`src/hw/rtl/cxy_pkg.sv`:
```
// ----------------------------------------------------------------------------
// cxy_pkg
// Codes, constants and shared helpers of the CoreXY motion command controller.
// ----------------------------------------------------------------------------
package cxy_pkg;

	localparam int FEED_BITS = 16;

	// command codes
	localparam logic [1:0] FUNC_MOVE = 2'd0;
	localparam logic [1:0] FUNC_HOME = 2'd1;
	localparam logic [1:0] FUNC_DONE = 2'd2;
	localparam logic [1:0] FUNC_STOP = 2'd3;

	// controller modes
	localparam logic [2:0] MODE_IDLE   = 3'd0;
	localparam logic [2:0] MODE_MOVING = 3'd1;
	localparam logic [2:0] MODE_HOME_Z = 3'd2;
	localparam logic [2:0] MODE_HOME_X = 3'd3;
	localparam logic [2:0] MODE_HOME_Y = 3'd4;

	// result status
	localparam logic [1:0] ST_ACCEPT = 2'd0;
	localparam logic [1:0] ST_BUSY   = 2'd1;
	localparam logic [1:0] ST_OOB    = 2'd2;

	// homing start command
	localparam logic [1:0] HM_NONE = 2'd0;
	localparam logic [1:0] HM_A    = 2'd1;
	localparam logic [1:0] HM_B    = 2'd2;
	localparam logic [1:0] HM_Z    = 2'd3;

	// finished motor select
	localparam logic [1:0] MSEL_A    = 2'd0;
	localparam logic [1:0] MSEL_B    = 2'd1;
	localparam logic [1:0] MSEL_Z    = 2'd2;
	localparam logic [1:0] MSEL_NONE = 2'd3;

	localparam logic [2:0] FLAGS_ALL = 3'b111;

	// register map indexes
	localparam logic [2:0] REG_REL   = 3'd0;
	localparam logic [2:0] REG_MAX_X = 3'd1;
	localparam logic [2:0] REG_MAX_Y = 3'd2;
	localparam logic [2:0] REG_MAX_Z = 3'd3;
	localparam logic [2:0] REG_SPM_A = 3'd4;
	localparam logic [2:0] REG_SPM_B = 3'd5;
	localparam logic [2:0] REG_SPM_Z = 3'd6;

	localparam int MAX_XY_RESET = 56320;
	localparam int MAX_Z_RESET  = 64000;
	localparam int SPM_XY_RESET = 80;
	localparam int SPM_Z_RESET  = 400;
	localparam logic [FEED_BITS-1:0] FEED_RESET = 16'd1000;

	typedef struct packed {
		logic [2:0] mode;
		logic [1:0] hm;
		logic [2:0] pend;
	} home_step_t;

	// pick the next axis to home, Z first, then X, then Y
	function automatic home_step_t next_home(input logic [2:0] pend);
		home_step_t r;
		r.pend = pend;
		r.mode = MODE_IDLE;
		r.hm   = HM_NONE;
		if (pend[2]) begin
			r.pend[2] = 1'b0;
			r.mode    = MODE_HOME_Z;
			r.hm      = HM_Z;
		end else if (pend[0]) begin
			r.pend[0] = 1'b0;
			r.mode    = MODE_HOME_X;
			r.hm      = HM_A;
		end else if (pend[1]) begin
			r.pend[1] = 1'b0;
			r.mode    = MODE_HOME_Y;
			r.hm      = HM_B;
		end
		return r;
	endfunction

endpackage

```
`src/hw/rtl/cxy_if.sv`:
```


interface cxy_res_if #(
	parameter int COORD_BITS = 23,
	parameter int SPM_BITS   = 12
);
	localparam int STEP_BITS = COORD_BITS + SPM_BITS - 6;
	localparam int RATE_BITS = SPM_BITS + 11;

	logic                        valid;
	logic                        ready;
	logic [1:0]                  status;
	logic [2:0]                  ctrl_state;
	logic signed [STEP_BITS-1:0] steps_a;
	logic signed [STEP_BITS-1:0] steps_b;
	logic signed [STEP_BITS-1:0] steps_z;
	logic [RATE_BITS-1:0]        rate_a;
	logic [RATE_BITS-1:0]        rate_b;
	logic [RATE_BITS-1:0]        rate_z;
	logic [1:0]                  home_motor;
	logic                        stop_all;
	logic                        complete;
	logic                        complete_ok;

	modport source (
		output valid, status, ctrl_state, steps_a, steps_b, steps_z, rate_a,
			rate_b, rate_z, home_motor, stop_all, complete, complete_ok,
		input  ready
	);
	modport sink (
		input  valid, status, ctrl_state, steps_a, steps_b, steps_z, rate_a,
			rate_b, rate_z, home_motor, stop_all, complete, complete_ok,
		output ready
	);
endinterface

```
`src/hw/rtl/cxy_exec.sv`:
```
// ----------------------------------------------------------------------------
// cxy_exec
// Command execution: target and bounds check, CoreXY step counts, step rates,
// move and homing sequencing, and the result register.
// ----------------------------------------------------------------------------
module cxy_exec
	import cxy_pkg::*;
#(
	parameter int COORD_BITS = 23,
	parameter int SPM_BITS   = 12
) (
	input  logic                       clk,
	input  logic                       arst_n,
	input  logic                       valid_s1,
	input  logic [1:0]                 func_s1,
	input  logic signed [COORD_BITS:0] coord_x_s1,
	input  logic signed [COORD_BITS:0] coord_y_s1,
	input  logic signed [COORD_BITS:0] coord_z_s1,
	input  logic [2:0]                 mask_s1,
	input  logic [1:0]                 sel_s1,
	input  logic                       ok_s1,
	input  logic [FEED_BITS+SPM_BITS-1:0] prod_a_s1,
	input  logic [FEED_BITS+SPM_BITS-1:0] prod_b_s1,
	input  logic [FEED_BITS+SPM_BITS-1:0] prod_z_s1,
	input  logic                       relative_mode,
	input  logic [COORD_BITS-1:0]      max_x,
	input  logic [COORD_BITS-1:0]      max_y,
	input  logic [COORD_BITS-1:0]      max_z,
	input  logic [SPM_BITS-1:0]        spm_a,
	input  logic [SPM_BITS-1:0]        spm_b,
	input  logic [SPM_BITS-1:0]        spm_z,
	output logic                       advance,
	cxy_res_if.source                  res
);

	localparam int STEP_BITS = COORD_BITS + SPM_BITS - 6;
	localparam int RATE_BITS = SPM_BITS + 11;
	localparam int D   = COORD_BITS + 2;     // target and delta width
	localparam int DS  = D + 1;              // dx+dy and dx-dy
	localparam int PW  = DS + SPM_BITS + 1;  // A/B step product
	localparam int PZW = D + SPM_BITS + 1;   // Z step product
	localparam int FW  = FEED_BITS + SPM_BITS;
	// floor(x/60) = (x * ceil(2^K/60)) >> K holds exactly for x < 2^FW
	localparam int K   = FW + 6;
	localparam int MW  = K - 5;
	localparam int QW  = FW + MW;
	localparam logic [63:0] RECIP60 = ((64'd1 << K) + 64'd59) / 64'd60;

	// architectural state
	logic [COORD_BITS-1:0] pos_x_q, pos_y_q, pos_z_q;
	logic [2:0]            mode_q, flags_q, pend_q;
	logic                  res_valid_q;

	// result register
	logic [1:0]                  status_q;
	logic [2:0]                  ctrl_state_q;
	logic signed [STEP_BITS-1:0] steps_a_q, steps_b_q, steps_z_q;
	logic [RATE_BITS-1:0]        rate_a_q, rate_b_q, rate_z_q;
	logic [1:0]                  home_motor_q;
	logic                        stop_all_q, complete_q, complete_ok_q;

	// datapath
	logic signed [D-1:0]   c_v [3];
	logic signed [D-1:0]   p_v [3];
	logic signed [D-1:0]   m_v [3];
	logic signed [D-1:0]   t_v [3];
	logic signed [D-1:0]   d_v [3];
	logic                  inb;
	logic signed [DS-1:0]  dsum, ddif;
	logic signed [PW-1:0]  pa, pb, pa_adj, pb_adj, sa_full, sb_full;
	logic signed [PZW-1:0] pz, pz_adj, sz_full;
	logic                  nz_a, nz_b, nz_z;
	logic [QW-1:0]         qa, qb, qz;
	logic [RATE_BITS-1:0]  ra, rb, rz;

	// next state and result
	logic [COORD_BITS-1:0] n_pos_x, n_pos_y, n_pos_z;
	logic [2:0]            n_mode, n_flags, n_pend;
	logic [1:0]            n_status, n_hm;
	logic                  n_stop, n_done, n_done_ok;
	logic signed [STEP_BITS-1:0] n_sa, n_sb, n_sz;
	logic [RATE_BITS-1:0]  n_ra, n_rb, n_rz;
	logic [2:0]            sel_bit;
	logic                  home_hit;
	home_step_t            hs_home, hs_done;

	assign advance = valid_s1 && (!res_valid_q || res.ready);

	// targets, deltas and bounds
	always_comb begin
		c_v[0] = D'(coord_x_s1);
		c_v[1] = D'(coord_y_s1);
		c_v[2] = D'(coord_z_s1);
		p_v[0] = $signed({2'b00, pos_x_q});
		p_v[1] = $signed({2'b00, pos_y_q});
		p_v[2] = $signed({2'b00, pos_z_q});
		m_v[0] = $signed({2'b00, max_x});
		m_v[1] = $signed({2'b00, max_y});
		m_v[2] = $signed({2'b00, max_z});
		inb = 1'b1;
		for (int i = 0; i < 3; i++) begin
			if (mask_s1[i]) begin
				t_v[i] = relative_mode ? p_v[i] + c_v[i] : c_v[i];
				d_v[i] = relative_mode ? c_v[i] : c_v[i] - p_v[i];
			end else begin
				t_v[i] = p_v[i];
				d_v[i] = '0;
			end
			if (t_v[i] < 0 || t_v[i] > m_v[i])
				inb = 1'b0;
		end
	end

	// step counts, /256 truncated toward zero
	always_comb begin
		dsum    = DS'(d_v[0]) + DS'(d_v[1]);
		ddif    = DS'(d_v[0]) - DS'(d_v[1]);
		pa      = PW'(dsum) * PW'($signed({1'b0, spm_a}));
		pb      = PW'(ddif) * PW'($signed({1'b0, spm_b}));
		pz      = PZW'(d_v[2]) * PZW'($signed({1'b0, spm_z}));
		pa_adj  = pa + (pa[PW-1] ? PW'(255) : PW'(0));
		pb_adj  = pb + (pb[PW-1] ? PW'(255) : PW'(0));
		pz_adj  = pz + (pz[PZW-1] ? PZW'(255) : PZW'(0));
		sa_full = pa_adj >>> 8;
		sb_full = pb_adj >>> 8;
		sz_full = pz_adj >>> 8;
		nz_a    = (sa_full != '0);
		nz_b    = (sb_full != '0);
		nz_z    = (sz_full != '0);
	end

	// step rates: divide feed * spm by 60
	always_comb begin
		qa = QW'(prod_a_s1) * QW'(RECIP60[MW-1:0]);
		qb = QW'(prod_b_s1) * QW'(RECIP60[MW-1:0]);
		qz = QW'(prod_z_s1) * QW'(RECIP60[MW-1:0]);
		ra = qa[K +: RATE_BITS];
		rb = qb[K +: RATE_BITS];
		rz = qz[K +: RATE_BITS];
	end

	assign hs_home = next_home(mask_s1);
	assign hs_done = next_home(pend_q);
	assign home_hit = (mode_q == MODE_HOME_Z && sel_s1 == MSEL_Z) ||
		(mode_q == MODE_HOME_X && sel_s1 == MSEL_A) ||
		(mode_q == MODE_HOME_Y && sel_s1 == MSEL_B);

	always_comb begin
		case (sel_s1)
			MSEL_A:  sel_bit = 3'b001;
			MSEL_B:  sel_bit = 3'b010;
			MSEL_Z:  sel_bit = 3'b100;
			default: sel_bit = 3'b000;
		endcase
	end

	always_comb begin
		n_pos_x   = pos_x_q;
		n_pos_y   = pos_y_q;
		n_pos_z   = pos_z_q;
		n_mode    = mode_q;
		n_flags   = flags_q;
		n_pend    = pend_q;
		n_status  = ST_ACCEPT;
		n_hm      = HM_NONE;
		n_stop    = 1'b0;
		n_done    = 1'b0;
		n_done_ok = 1'b0;
		n_sa      = '0;
		n_sb      = '0;
		n_sz      = '0;
		n_ra      = '0;
		n_rb      = '0;
		n_rz      = '0;
		case (func_s1)
			FUNC_MOVE: begin
				if (mask_s1 != '0) begin
					if (mode_q != MODE_IDLE) begin
						n_status = ST_BUSY;
					end else if (!inb) begin
						n_status = ST_OOB;
					end else begin
						n_pos_x = t_v[0][COORD_BITS-1:0];
						n_pos_y = t_v[1][COORD_BITS-1:0];
						n_pos_z = t_v[2][COORD_BITS-1:0];
						n_sa    = sa_full[STEP_BITS-1:0];
						n_sb    = sb_full[STEP_BITS-1:0];
						n_sz    = sz_full[STEP_BITS-1:0];
						n_ra    = nz_a ? ra : '0;
						n_rb    = nz_b ? rb : '0;
						n_rz    = nz_z ? rz : '0;
						n_flags = {!nz_z, !nz_b, !nz_a};
						if (n_flags == FLAGS_ALL) begin
							n_done    = 1'b1;
							n_done_ok = 1'b1;
						end else begin
							n_mode = MODE_MOVING;
						end
					end
				end
			end
			FUNC_HOME: begin
				if (mode_q != MODE_IDLE) begin
					n_status = ST_BUSY;
				end else begin
					n_pend = hs_home.pend;
					n_mode = hs_home.mode;
					n_hm   = hs_home.hm;
					if (hs_home.hm == HM_NONE) begin
						n_done    = 1'b1;
						n_done_ok = 1'b1;
					end
				end
			end
			FUNC_DONE: begin
				if (sel_s1 != MSEL_NONE) begin
					n_flags = flags_q | sel_bit;
					if (!ok_s1) begin
						n_stop = 1'b1;
						n_done = (mode_q != MODE_IDLE);
						n_mode = MODE_IDLE;
						n_pend = '0;
					end else if (mode_q == MODE_MOVING) begin
						if (n_flags == FLAGS_ALL) begin
							n_mode    = MODE_IDLE;
							n_done    = 1'b1;
							n_done_ok = 1'b1;
						end
					end else if (home_hit) begin
						// zero the homed axis and start the next one
						if (sel_s1 == MSEL_Z)
							n_pos_z = '0;
						else if (sel_s1 == MSEL_A)
							n_pos_x = '0;
						else
							n_pos_y = '0;
						n_pend = hs_done.pend;
						n_mode = hs_done.mode;
						n_hm   = hs_done.hm;
						if (hs_done.hm == HM_NONE) begin
							n_done    = 1'b1;
							n_done_ok = 1'b1;
						end
					end
				end
			end
			FUNC_STOP: begin
				n_stop = 1'b1;
				n_done = (mode_q != MODE_IDLE);
				n_mode = MODE_IDLE;
				n_pend = '0;
			end
			default: ;
		endcase
	end

	always_ff @(posedge clk or negedge arst_n) begin
		if (!arst_n) begin
			pos_x_q     <= '0;
			pos_y_q     <= '0;
			pos_z_q     <= '0;
			mode_q      <= MODE_IDLE;
			flags_q     <= '0;
			pend_q      <= '0;
			res_valid_q <= 1'b0;
		end else begin
			if (advance) begin
				pos_x_q     <= n_pos_x;
				pos_y_q     <= n_pos_y;
				pos_z_q     <= n_pos_z;
				mode_q      <= n_mode;
				flags_q     <= n_flags;
				pend_q      <= n_pend;
				res_valid_q <= 1'b1;
			end else if (res.ready) begin
				res_valid_q <= 1'b0;
			end
		end
	end

	always_ff @(posedge clk) begin
		if (advance) begin
			status_q      <= n_status;
			ctrl_state_q  <= n_mode;
			steps_a_q     <= n_sa;
			steps_b_q     <= n_sb;
			steps_z_q     <= n_sz;
			rate_a_q      <= n_ra;
			rate_b_q      <= n_rb;
			rate_z_q      <= n_rz;
			home_motor_q  <= n_hm;
			stop_all_q    <= n_stop;
			complete_q    <= n_done;
			complete_ok_q <= n_done_ok;
		end
	end

	assign res.valid       = res_valid_q;
	assign res.status      = status_q;
	assign res.ctrl_state  = ctrl_state_q;
	assign res.steps_a     = steps_a_q;
	assign res.steps_b     = steps_b_q;
	assign res.steps_z     = steps_z_q;
	assign res.rate_a      = rate_a_q;
	assign res.rate_b      = rate_b_q;
	assign res.rate_z      = rate_z_q;
	assign res.home_motor  = home_motor_q;
	assign res.stop_all    = stop_all_q;
	assign res.complete    = complete_q;
	assign res.complete_ok = complete_ok_q;

	a_idle_no_pend: assert property (@(posedge clk) disable iff (!arst_n)
		(mode_q == MODE_IDLE) |-> (pend_q == '0))
		else $error("homing axes pending while idle");

	a_moving_flags: assert property (@(posedge clk) disable iff (!arst_n)
		(mode_q == MODE_MOVING) |-> (flags_q != FLAGS_ALL))
		else $error("moving with every motor already done");

	a_take_shows: assert property (@(posedge clk) disable iff (!arst_n)
		advance |=> res_valid_q)
		else $error("request taken but no result registered");

	a_steps_accepted: assert property (@(posedge clk) disable iff (!arst_n)
		(res_valid_q && (steps_a_q != '0 || steps_b_q != '0 || steps_z_q != '0))
		|-> (status_q == ST_ACCEPT && ctrl_state_q == MODE_MOVING))
		else $error("steps issued without an accepted move");

endmodule

```
`src/flat_wrapper.sv`:
```
// flat-port wrapper written by rule: the top's interface ports become plain ports
module cxy_exec_flat import cxy_pkg::*;
#(
	parameter int COORD_BITS = 23,
	parameter int SPM_BITS   = 12
)
  (clk, arst_n, valid_s1, func_s1, coord_x_s1, coord_y_s1, coord_z_s1, mask_s1, sel_s1, ok_s1, prod_a_s1, prod_b_s1, prod_z_s1, relative_mode, max_x, max_y, max_z, spm_a, spm_b, spm_z, advance, res_valid, res_status, res_ctrl_state, res_steps_a, res_steps_b, res_steps_z, res_rate_a, res_rate_b, res_rate_z, res_home_motor, res_stop_all, res_complete, res_complete_ok, res_ready);
  cxy_res_if #(.COORD_BITS(COORD_BITS), .SPM_BITS(SPM_BITS)) res_i ();
  input  logic clk;
  input  logic arst_n;
  input  logic valid_s1;
  input  logic [1:0] func_s1;
  input  logic signed [COORD_BITS:0] coord_x_s1;
  input  logic signed [COORD_BITS:0] coord_y_s1;
  input  logic signed [COORD_BITS:0] coord_z_s1;
  input  logic [2:0] mask_s1;
  input  logic [1:0] sel_s1;
  input  logic ok_s1;
  input  logic [FEED_BITS+SPM_BITS-1:0] prod_a_s1;
  input  logic [FEED_BITS+SPM_BITS-1:0] prod_b_s1;
  input  logic [FEED_BITS+SPM_BITS-1:0] prod_z_s1;
  input  logic relative_mode;
  input  logic [COORD_BITS-1:0] max_x;
  input  logic [COORD_BITS-1:0] max_y;
  input  logic [COORD_BITS-1:0] max_z;
  input  logic [SPM_BITS-1:0] spm_a;
  input  logic [SPM_BITS-1:0] spm_b;
  input  logic [SPM_BITS-1:0] spm_z;
  output logic advance;
  output wire logic [$bits(res_i.valid)-1:0] res_valid;
  output wire logic [$bits(res_i.status)-1:0] res_status;
  output wire logic [$bits(res_i.ctrl_state)-1:0] res_ctrl_state;
  output wire logic [$bits(res_i.steps_a)-1:0] res_steps_a;
  output wire logic [$bits(res_i.steps_b)-1:0] res_steps_b;
  output wire logic [$bits(res_i.steps_z)-1:0] res_steps_z;
  output wire logic [$bits(res_i.rate_a)-1:0] res_rate_a;
  output wire logic [$bits(res_i.rate_b)-1:0] res_rate_b;
  output wire logic [$bits(res_i.rate_z)-1:0] res_rate_z;
  output wire logic [$bits(res_i.home_motor)-1:0] res_home_motor;
  output wire logic [$bits(res_i.stop_all)-1:0] res_stop_all;
  output wire logic [$bits(res_i.complete)-1:0] res_complete;
  output wire logic [$bits(res_i.complete_ok)-1:0] res_complete_ok;
  input wire logic [$bits(res_i.ready)-1:0] res_ready;
  assign res_valid = res_i.valid;
  assign res_status = res_i.status;
  assign res_ctrl_state = res_i.ctrl_state;
  assign res_steps_a = res_i.steps_a;
  assign res_steps_b = res_i.steps_b;
  assign res_steps_z = res_i.steps_z;
  assign res_rate_a = res_i.rate_a;
  assign res_rate_b = res_i.rate_b;
  assign res_rate_z = res_i.rate_z;
  assign res_home_motor = res_i.home_motor;
  assign res_stop_all = res_i.stop_all;
  assign res_complete = res_i.complete;
  assign res_complete_ok = res_i.complete_ok;
  assign res_i.ready = res_ready;
  cxy_exec #(.COORD_BITS(COORD_BITS), .SPM_BITS(SPM_BITS)) u_core (.clk(clk), .arst_n(arst_n), .valid_s1(valid_s1), .func_s1(func_s1), .coord_x_s1(coord_x_s1), .coord_y_s1(coord_y_s1), .coord_z_s1(coord_z_s1), .mask_s1(mask_s1), .sel_s1(sel_s1), .ok_s1(ok_s1), .prod_a_s1(prod_a_s1), .prod_b_s1(prod_b_s1), .prod_z_s1(prod_z_s1), .relative_mode(relative_mode), .max_x(max_x), .max_y(max_y), .max_z(max_z), .spm_a(spm_a), .spm_b(spm_b), .spm_z(spm_z), .advance(advance), .res(res_i));
endmodule
```
`config.mk`:
```
export PLATFORM = sky130hd
export DESIGN_NAME = cxy_exec_flat
export DESIGN_NICKNAME = d
export VERILOG_FILES = /design/src/hw/rtl/cxy_pkg.sv /design/src/hw/rtl/cxy_if.sv /design/src/hw/rtl/cxy_exec.sv /design/src/flat_wrapper.sv
export SDC_FILE = /design/constraint.sdc
export NUM_CORES = 2
export LEC_CHECK = 0
export BUFFER_PORTS_ARGS = -buffer_cell sky130_fd_sc_hd__buf_4
export CAP_MARGIN = 40
export CORE_AREA = 2 2 523 317
export DETAILED_ROUTE_END_ITERATION = 10
export DIE_AREA = 0 0 525 319
export GPL_ROUTABILITY_DRIVEN = 1
export PLACE_DENSITY = 0.64
export SYNTH_ARGS = -nofsm -noshare
export SYNTH_HDL_FRONTEND = slang
export SYNTH_SLANG_ARGS = --single-unit
```
`constraint.sdc`:
```
create_clock -name clk -period 14.39 [get_ports clk]
set_input_delay 4.317 -clock clk [delete_from_list [all_inputs] [get_ports clk]]
set_output_delay 4.317 -clock clk [all_outputs]
set_load 0.1 [all_outputs]
```
# ---- After elaboration in Yosys (flattened, before gate mapping)
# Index checks and enable logic that the tools add are counted.
dict set report op_classes {
  bitwise 7
  n_addsub 11
  eq_ne 28
  mul 6
  reduce_logical 37
  mux 112
  n_lt_le_gt_ge 6
}
# cell count
set op_table {}
lappend op_table {{23-bit 2-to-1 mux} 26}
lappend op_table {{25-bit 2-to-1 mux} 12}
lappend op_table {{28-bit by 28-bit multiplier with 56-bit output, second input constant} 3}
lappend op_table {{23-bit case mux with 2 select lines} 3}
lappend op_table {{39-bit adder} 2}
lappend op_table {{26-bit by 13-bit multiplier with 39-bit output} 2}
lappend op_table {{39-bit nonzero test} 2}
lappend op_table {{24-bit by 24-bit adder with 25-bit output} 3}
lappend op_table {{25-bit by 24-bit greater-than comparator with 1-bit output} 3}
lappend op_table {{25-bit by 1-bit less-than comparator with 1-bit output, second input constant} 3}
lappend op_table {{24-bit by 24-bit subtractor with 25-bit output} 3}
lappend op_table {{3-bit 2-to-1 mux} 19}
lappend op_table {{38-bit adder} 1}
lappend op_table {{25-bit by 13-bit multiplier with 38-bit output} 1}
lappend op_table {{38-bit nonzero test} 1}
lappend op_table {{5-bit 2-to-1 mux} 6}
lappend op_table {{25-bit by 25-bit adder with 26-bit output} 1}
lappend op_table {{25-bit by 25-bit subtractor with 26-bit output} 1}
lappend op_table {{1-bit 2-to-1 mux} 24}
lappend op_table {{8-bit 2-to-1 mux} 3}
lappend op_table {{11-bit AND reduction} 2}
lappend op_table {{2-bit 2-to-1 mux} 10}
lappend op_table {{3-bit case mux with 3 select lines} 2}
lappend op_table {{5-bit OR reduction} 3}
lappend op_table {{other kinds (28)} 71}
dict set report totals {
  input_bits 274
  reg_bits 245
  out_inout_bits 168
  word_cells 228
}

# ---- Logic depth before layout (Yosys ltp)
dict set report depth {
  ltp_word 15
  mapped_depth 61
  depth_no_buf 57
}

# ---- Worst setup path after synthesis
# No wires, ideal clock.
dict set report synth_timing {
  path_type {input to register}
  from {input relative_mode}
  to {register u_core.rate_b_q[14], in the netlist u_core.res.rate_b[14], data pin}
  n_path_buf 9
  slack_ns -2.838
  path_stages 56
  arrival_time_ns 16.961
  required_ns 14.123
  setup_time_ns 0.267
  cell_sequence {clkbuf_1 > clkbuf_1 > clkbuf_1 > buf_1 > clkbuf_1 > clkbuf_1 > nand2_1 > o21ai_0 > nand2_1 > ha_1 > nor2b_1 > o21ai_0 > a21oi_1 > o21ai_0 > a21oi_1 > o21ai_0 > a21oi_1 > o221a_2 > (+20 left out) > o21a_1 > a21o_1 > nand2_1 > xnor2_1 > ha_1 > a21oi_1 > nor4_1 > nand3b_1 > mux2i_1 > nor4_1 > nand3_1 > o31a_1 > nor3_1 > nand4_1 > or4b_1 > o31a_1 > buf_2 > nor3b_1}
}
dict set report synth_between {
  elab_chain_cells 9
  elab_cells_between_ends 30
  cone_classes {add/sub (2); mul (1); order compare (6); mux (14); bitwise (2); reduce/logical (5)}
}
# element line
set synth_lines {}
lappend synth_lines {{start: declaration} flat_wrapper.sv:22} ;# input logic relative_mode;
lappend synth_lines {{25-bit 2-to-1 mux (on tied branches)} {cxy_exec.sv:104, cxy_exec.sv:103}}
lappend synth_lines {{25-bit 2-to-1 mux} cxy_exec.sv:102} ;# if (mask_s1[i]) begin
lappend synth_lines {{25-bit by 25-bit subtractor with 26-bit output, or another cell as far along} cxy_exec.sv:117} ;# ddif = DS'(d_v[0]) - DS'(d_v[1]);
lappend synth_lines {{26-bit by 13-bit multiplier with 39-bit output / 1-bit logical OR (equally long branches)} {cxy_exec.sv:119, cxy_exec.sv:109}}
lappend synth_lines {{8-bit 2-to-1 mux / 1-bit 2-to-1 mux (equally long branches)} {cxy_exec.sv:122, cxy_exec.sv:109}}
lappend synth_lines {{39-bit adder / 1-bit 2-to-1 mux (equally long branches)} {cxy_exec.sv:122, cxy_exec.sv:109}}
lappend synth_lines {{39-bit nonzero test / 1-bit 2-to-1 mux (equally long branches)} {cxy_exec.sv:128, cxy_exec.sv:109}}
lappend synth_lines {{1-bit NOT (no source line)} -}
lappend synth_lines {{5-bit OR reduction (no source line) *} -}
lappend synth_lines {{end signal: assignment} cxy_exec.sv:289} ;# rate_b_q <= n_rb;
lappend synth_lines {{end: declaration} cxy_exec.sv:58} ;# logic [RATE_BITS-1:0] rate_a_q, rate_b_q, rate_z_q;
# Every way passes the cells marked *; elsewhere a longest branch is shown, timed or not.
# A chain may end at the register's enable or synchronous reset.

# ---- Worst setup path in the final report
dict set report layout_timing {
  from {input coord_x_s1[1]}
  to {register u_core.rate_b_q[12], in the netlist u_core.res.rate_b[12], data pin}
}
dict set report layout_between {
  elab_chain_cells 10
  elab_cells_between_ends 20
  cone_classes {add/sub (4); mul (1); order compare (2); mux (8); bitwise (2); reduce/logical (3)}
}
# element line
set layout_lines {}
lappend layout_lines {{start: declaration} flat_wrapper.sv:13} ;# input logic signed [COORD_BITS:0] coord_x_s1;
lappend layout_lines {{24-bit by 24-bit subtractor with 25-bit output / 24-bit by 24-bit adder with 25-bit output (equally long branches)} {cxy_exec.sv:104, cxy_exec.sv:103}}
lappend layout_lines {{25-bit 2-to-1 mux (on tied branches)} {cxy_exec.sv:104, cxy_exec.sv:103}}
lappend layout_lines {{25-bit 2-to-1 mux} cxy_exec.sv:102}
lappend layout_lines {{25-bit by 25-bit subtractor with 26-bit output, or another cell as far along} cxy_exec.sv:117}
lappend layout_lines {{26-bit by 13-bit multiplier with 39-bit output / 1-bit logical OR (equally long branches)} {cxy_exec.sv:119, cxy_exec.sv:109}}
lappend layout_lines {{8-bit 2-to-1 mux / 1-bit 2-to-1 mux (equally long branches)} {cxy_exec.sv:122, cxy_exec.sv:109}}
lappend layout_lines {{39-bit adder / 1-bit 2-to-1 mux (equally long branches)} {cxy_exec.sv:122, cxy_exec.sv:109}}
lappend layout_lines {{39-bit nonzero test / 1-bit 2-to-1 mux (equally long branches)} {cxy_exec.sv:128, cxy_exec.sv:109}}
lappend layout_lines {{1-bit NOT (no source line)} -}
lappend layout_lines {{5-bit OR reduction (no source line) *} -}
# Marked as above.

==> impl_results.html <==
<table>
<tr><th>Metric</th><th>Value</th></tr>
<tr><th colspan="2">Status</th></tr>
<tr><td>Outcome</td><td>finished with violations</td></tr>
<tr><td>Failing checks</td><td>negative setup slack</td></tr>
<tr><th colspan="2">Logic synthesis</th></tr>
<tr><td>Post-synthesis sequential area ratio</td><td>0.0857</td></tr>
<tr><td>Synth Area per Inst</td><td>8.52 um^2</td></tr>
<tr><td>Post-Synthesis Cell Area</td><td>0.0810 mm^2</td></tr>
<tr><td>Most frequent cells after synthesis</td><td>inv_1, fa_1, ha_1</td></tr>
<tr><td>Post-synth top area share</td><td>0.291</td></tr>
<tr><td>Number of flip-flops and latches in the synthesized netlist</td><td>244</td></tr>
<tr><td>Post-synthesis instance total</td><td>9506</td></tr>
<tr><td>Total of warnings raised by yosys</td><td>0</td></tr>
<tr><td>Net Count, Synth</td><td>12100</td></tr>
<tr><td>Count of flip-flops with a built-in enable after synthesis</td><td>166</td></tr>
<tr><td>Async set-or-reset flop fraction in the synthesized netlist</td><td>0.320</td></tr>
<tr><td>Cell variety after synth</td><td>97</td></tr>
<tr><td>Most instantiated library cell after synthesis</td><td>inv_1</td></tr>
<tr><td>Largest cells by area after synthesis</td><td>fa_1, ha_1, inv_1, edfxtp_1, nand2_1</td></tr>
<tr><td>Cell taking the most area after synthesis</td><td>fa_1</td></tr>
<tr><td>Most used flip-flop cell after synthesis</td><td>edfxtp_1</td></tr>
<tr><th colspan="2">Timing</th></tr>
<tr><td>Hold Fails Final Rpt</td><td>0</td></tr>
<tr><td>Final count of negative-setup-slack endpoints</td><td>133</td></tr>
<tr><td>Worst slew margin relative to its limit</td><td>0.319</td></tr>
<tr><td>Shortest clock period the worst path allows after layout</td><td>16.14 ns</td></tr>
<tr><td>Post-route setup slack</td><td>-1.75 ns</td></tr>
<tr><td>Slew of the pin with the lowest slew margin</td><td>1.01 ns</td></tr>
<tr><td>Unrepaired setup endpoints after global routing</td><td>yes</td></tr>
<tr><td>Post-route clock period utilization</td><td>1.12</td></tr>
<tr><td>Fmax</td><td>62.0 MHz</td></tr>
<tr><td>Pins Over Slew Limit</td><td>0</td></tr>
<tr><td>Maximum clock skew at final layout</td><td>0.0412 ns</td></tr>
<tr><td>Worst hold-check slack</td><td>0.526 ns</td></tr>
<tr><td>Setup total negative slack</td><td>-110.56 ns</td></tr>
<tr><th colspan="2">Clocking</th></tr>
<tr><td>Clock tree from TritonCTS</td><td>built</td></tr>
<tr><td>Clk Tree Root Cell</td><td>clkbuf_16</td></tr>
<tr><td>Clock-pin slew on the worst setup and hold paths</td><td>0.06 ns</td></tr>
<tr><td>Sinks on the clock net</td><td>244</td></tr>
<tr><td>Clock insertion delay at the later pin of the skew report</td><td>0.64 ns</td></tr>
<tr><td>Level count of the clock H-tree</td><td>2</td></tr>
<tr><td>CTS Buf Count</td><td>36</td></tr>
<tr><td>Maximum root-to-sink buffer count</td><td>3</td></tr>
<tr><td>Hold-fix buffers at CTS</td><td>0</td></tr>
<tr><th colspan="2">Drt</th></tr>
<tr><td>First-pass DRT Iterations</td><td>6</td></tr>
<tr><td>DRC violation count after routing</td><td>0</td></tr>
<tr><td>Via/cell ratio</td><td>5.44</td></tr>
<tr><td>Routed WL</td><td>270000 um</td></tr>
<tr><td>DRC violation total after the first TritonRoute iteration</td><td>5804</td></tr>
<tr><td>Number of nets still failing antenna checks after routing</td><td>0</td></tr>
<tr><td>Detail-routed net length per standard cell</td><td>20.2 um</td></tr>
<tr><td>Total via count in the routed design</td><td>72500</td></tr>
<tr><th colspan="2">Min path</th></tr>
<tr><td>Depth of the worst hold-timing path</td><td>1</td></tr>
<tr><td>Worst Hold Class</td><td>flip-flop to flip-flop</td></tr>
<tr><td>Hold worst-path end</td><td>u_core.flags_q[2]$_DFFE_PN0P_</td></tr>
<tr><td>Hold Startpoint</td><td>u_core.flags_q[2]$_DFFE_PN0P_</td></tr>
<tr><th colspan="2">Place</th></tr>
<tr><td>Number of port buffers</td><td>441</td></tr>
<tr><td>Gpl congestion</td><td>0.982</td></tr>
<tr><td>Final HPWL from detailed placement</td><td>226000 um</td></tr>
<tr><td>DP Cell Count</td><td>13100</td></tr>
<tr><th colspan="2">Worst setup path</th></tr>
<tr><td>Kind of end point of the critical path</td><td>flip-flop</td></tr>
<tr><td>Reg-to-reg critical path endpoint</td><td>u_core.res.rate_b[12]$_SDFFCE_PP0P_</td></tr>
<tr><td>Worst Path Arrival</td><td>16.47 ns</td></tr>
<tr><td>Largest fanout on the critical path</td><td>6</td></tr>
<tr><td>CP Class</td><td>primary input to flip-flop</td></tr>
<tr><td>Reg-to-reg critical path startpoint</td><td>u_core.pos_x_q[1]$_DFFE_PN0P_</td></tr>
<tr><td>Flop-to-flop setup slack</td><td>1.40 ns</td></tr>
<tr><td>Type of origin of the critical path</td><td>primary input</td></tr>
<tr><td>Worst reg2reg path depth</td><td>58</td></tr>
<tr><td>Worst path most repeated cell</td><td>fa_1</td></tr>
<tr><td>Delay of the slowest cell on the worst path</td><td>0.58 ns</td></tr>
<tr><td>Required time at the endpoint of the critical path</td><td>14.72 ns</td></tr>
<tr><td>Cell with the biggest individual delay on the critical path</td><td>fa_1</td></tr>
<tr><th colspan="2">Die</th></tr>
<tr><td>Initial cell density of the core</td><td>0.497</td></tr>
<tr><td>Die footprint</td><td>0.167 mm^2</td></tr>
<tr><td>Horizontal die dimension</td><td>525 um</td></tr>
<tr><td>Core Box Area</td><td>0.163 mm^2</td></tr>
<tr><td>Die extent in y</td><td>319 um</td></tr>
<tr><td>Number of rows created at floorplan</td><td>115</td></tr>
<tr><td>Number of primary I/O pins</td><td>442</td></tr>
<tr><th colspan="2">Global route</th></tr>
<tr><td>Via count of the first global-routing pass</td><td>75000</td></tr>
<tr><td>Maximum number of pins on one net before global-route repair</td><td>102</td></tr>
<tr><td>Aggregate global routing overflow</td><td>0</td></tr>
<tr><td>Wire length of the first global-routing pass</td><td>424000 um</td></tr>
<tr><td>Initial antenna violation count</td><td>20</td></tr>
<tr><td>Overall track demand over capacity in global routing</td><td>0.320</td></tr>
<tr><th colspan="2">Cells and area</th></tr>
<tr><td>Utilization after layout</td><td>0.632</td></tr>
<tr><td>Count of fill cells added during filler insertion</td><td>13800</td></tr>
<tr><td>Final Net Count</td><td>13700</td></tr>
<tr><td>Count of placed standard cells in the final layout, fillers left out</td><td>13300</td></tr>
<tr><td>Area Growth Syn to Fin</td><td>27.1%</td></tr>
<tr><td>Layout cells sized above 1</td><td>0.242</td></tr>
<tr><th colspan="2">Run</th></tr>
<tr><td>Count of maximum capacitance violations</td><td>0</td></tr>
</table>
-- per-stage QoR --
step           setup WS [ns]  cell area (um^2)
2_1_floorplan          -1.53             81900
3_3_place_gp           -2.85             96900
3_5_place_dp           -3.12             97000
4_1_cts                -1.61             99900
5_1_grt                -2.21            103000
6_report               -1.75            103000
-- critical path, delay by kind of cell --
family	cells	cell delay, ns
buffers and inverters	9	0.97
adders and majority gates	9	3.46
muxes	1	0.28
xor gates and xnor gates	3	0.58
and+or+nand+nor	10	1.86
AOI/OAI and AO/OA	26	4.96
-- layer usage --
metal,vias to the layer above,track usage,share of wire
met5,-,0,0.00013
met4,6,0.0652,0.020
met3,294,0.0495,0.078
met2,2524,0.489,0.43
met1,35800,0.478,0.47
li1,33800,-,-
-- cell type report --
cell class                      instances  area (um^2)  area share
Clock buffer                           43          957     0.00930
Clock inverter                         22          204     0.00198
Timing Repair Buffer                 1952        15600       0.151
Tap cell                             2164         2710      0.0263
Multi-Input combinational cell       6825        68700       0.668
Antenna cell                           14         35.0    0.000340
Sequential cell                       244         6940      0.0674
Inverter                             2069         7800      0.0758
-- repair_timing --
action,CTS,global route
hold endpoints to repair,0,0
endpoints found under the setup margin,139,163
cloned,4,7
pin swaps,124,257
setup buffers,59,80
gates resized for setup,254,503
-- registers in the layout, summed over array words and instances (netlist names), 3 cells and up --
| name | flops |
|---|---|
| u_core.res.steps_a | 29 |
| u_core.res.steps_b | 29 |
| u_core.res.steps_z | 29 |
| u_core.pos_x_q | 23 |
| u_core.pos_y_q | 23 |
| u_core.pos_z_q | 23 |
| u_core.res.rate_a | 23 |
| u_core.res.rate_b | 23 |
| u_core.res.rate_z | 23 |
| u_core.flags_q | 3 |
| u_core.mode_q | 3 |
| u_core.res.ctrl_state | 3 |
-- worst max path at each step --
stage | start | end | depth (start not counted)
after floorplan | coord_y_s1[0] | u_core.res.rate_b[21]$_SDFFCE_PP0P_ | 59
after global placement | coord_y_s1[1] | u_core.res.ctrl_state[0]$_DFFE_PP_ | 59
after detailed placement | coord_x_s1[0] | u_core.res.rate_a[12]$_SDFFCE_PP0P_ | 64
after CTS | coord_x_s1[0] | u_core.res.rate_b[12]$_SDFFCE_PP0P_ | 60
after global routing | coord_x_s1[0] | u_core.res.rate_b[12]$_SDFFCE_PP0P_ | 60
final | coord_x_s1[1] | u_core.res.rate_b[12]$_SDFFCE_PP0P_ | 58
-- cell families (layout without fill, tap and decap cells) --
family          count (synthesis)  in the layout  share of synthesized area
compound gates               1334           1334                      0.109
xor+xnor                      374            374                     0.0406
fa+ha+maj                    2340           2340                      0.471
buf+inv                      2437           4086                      0.113
flops                         244            244                     0.0857
mux                           131            131                     0.0169
other cells                     0             14                          0
simple gates                 2646           2646                      0.164
-- cells in the final DEF (no fill, tap or decap), types with 78 or more instances in the layout --
cell type	n
o211ai_1	84
inv_1	2030
xnor2_1	237
nand3_1	113
mux2i_1	86
xor2_1	92
fa_1	1154
o21ai_0	198
buf_4	1819
buf_6	81
a21o_1	122
nand2b_1	105
nor2_1	449
ha_1	1107
and3_1	143
nor3_1	106
edfxtp_1	166
nor2b_1	78
a21oi_1	299
dfrtp_1	78
and2_1	346
nand2_1	765
Power is left out: the tool's default activity adds up to more than one toggle a clock period on the data nets, which glitch-free logic cannot reach.
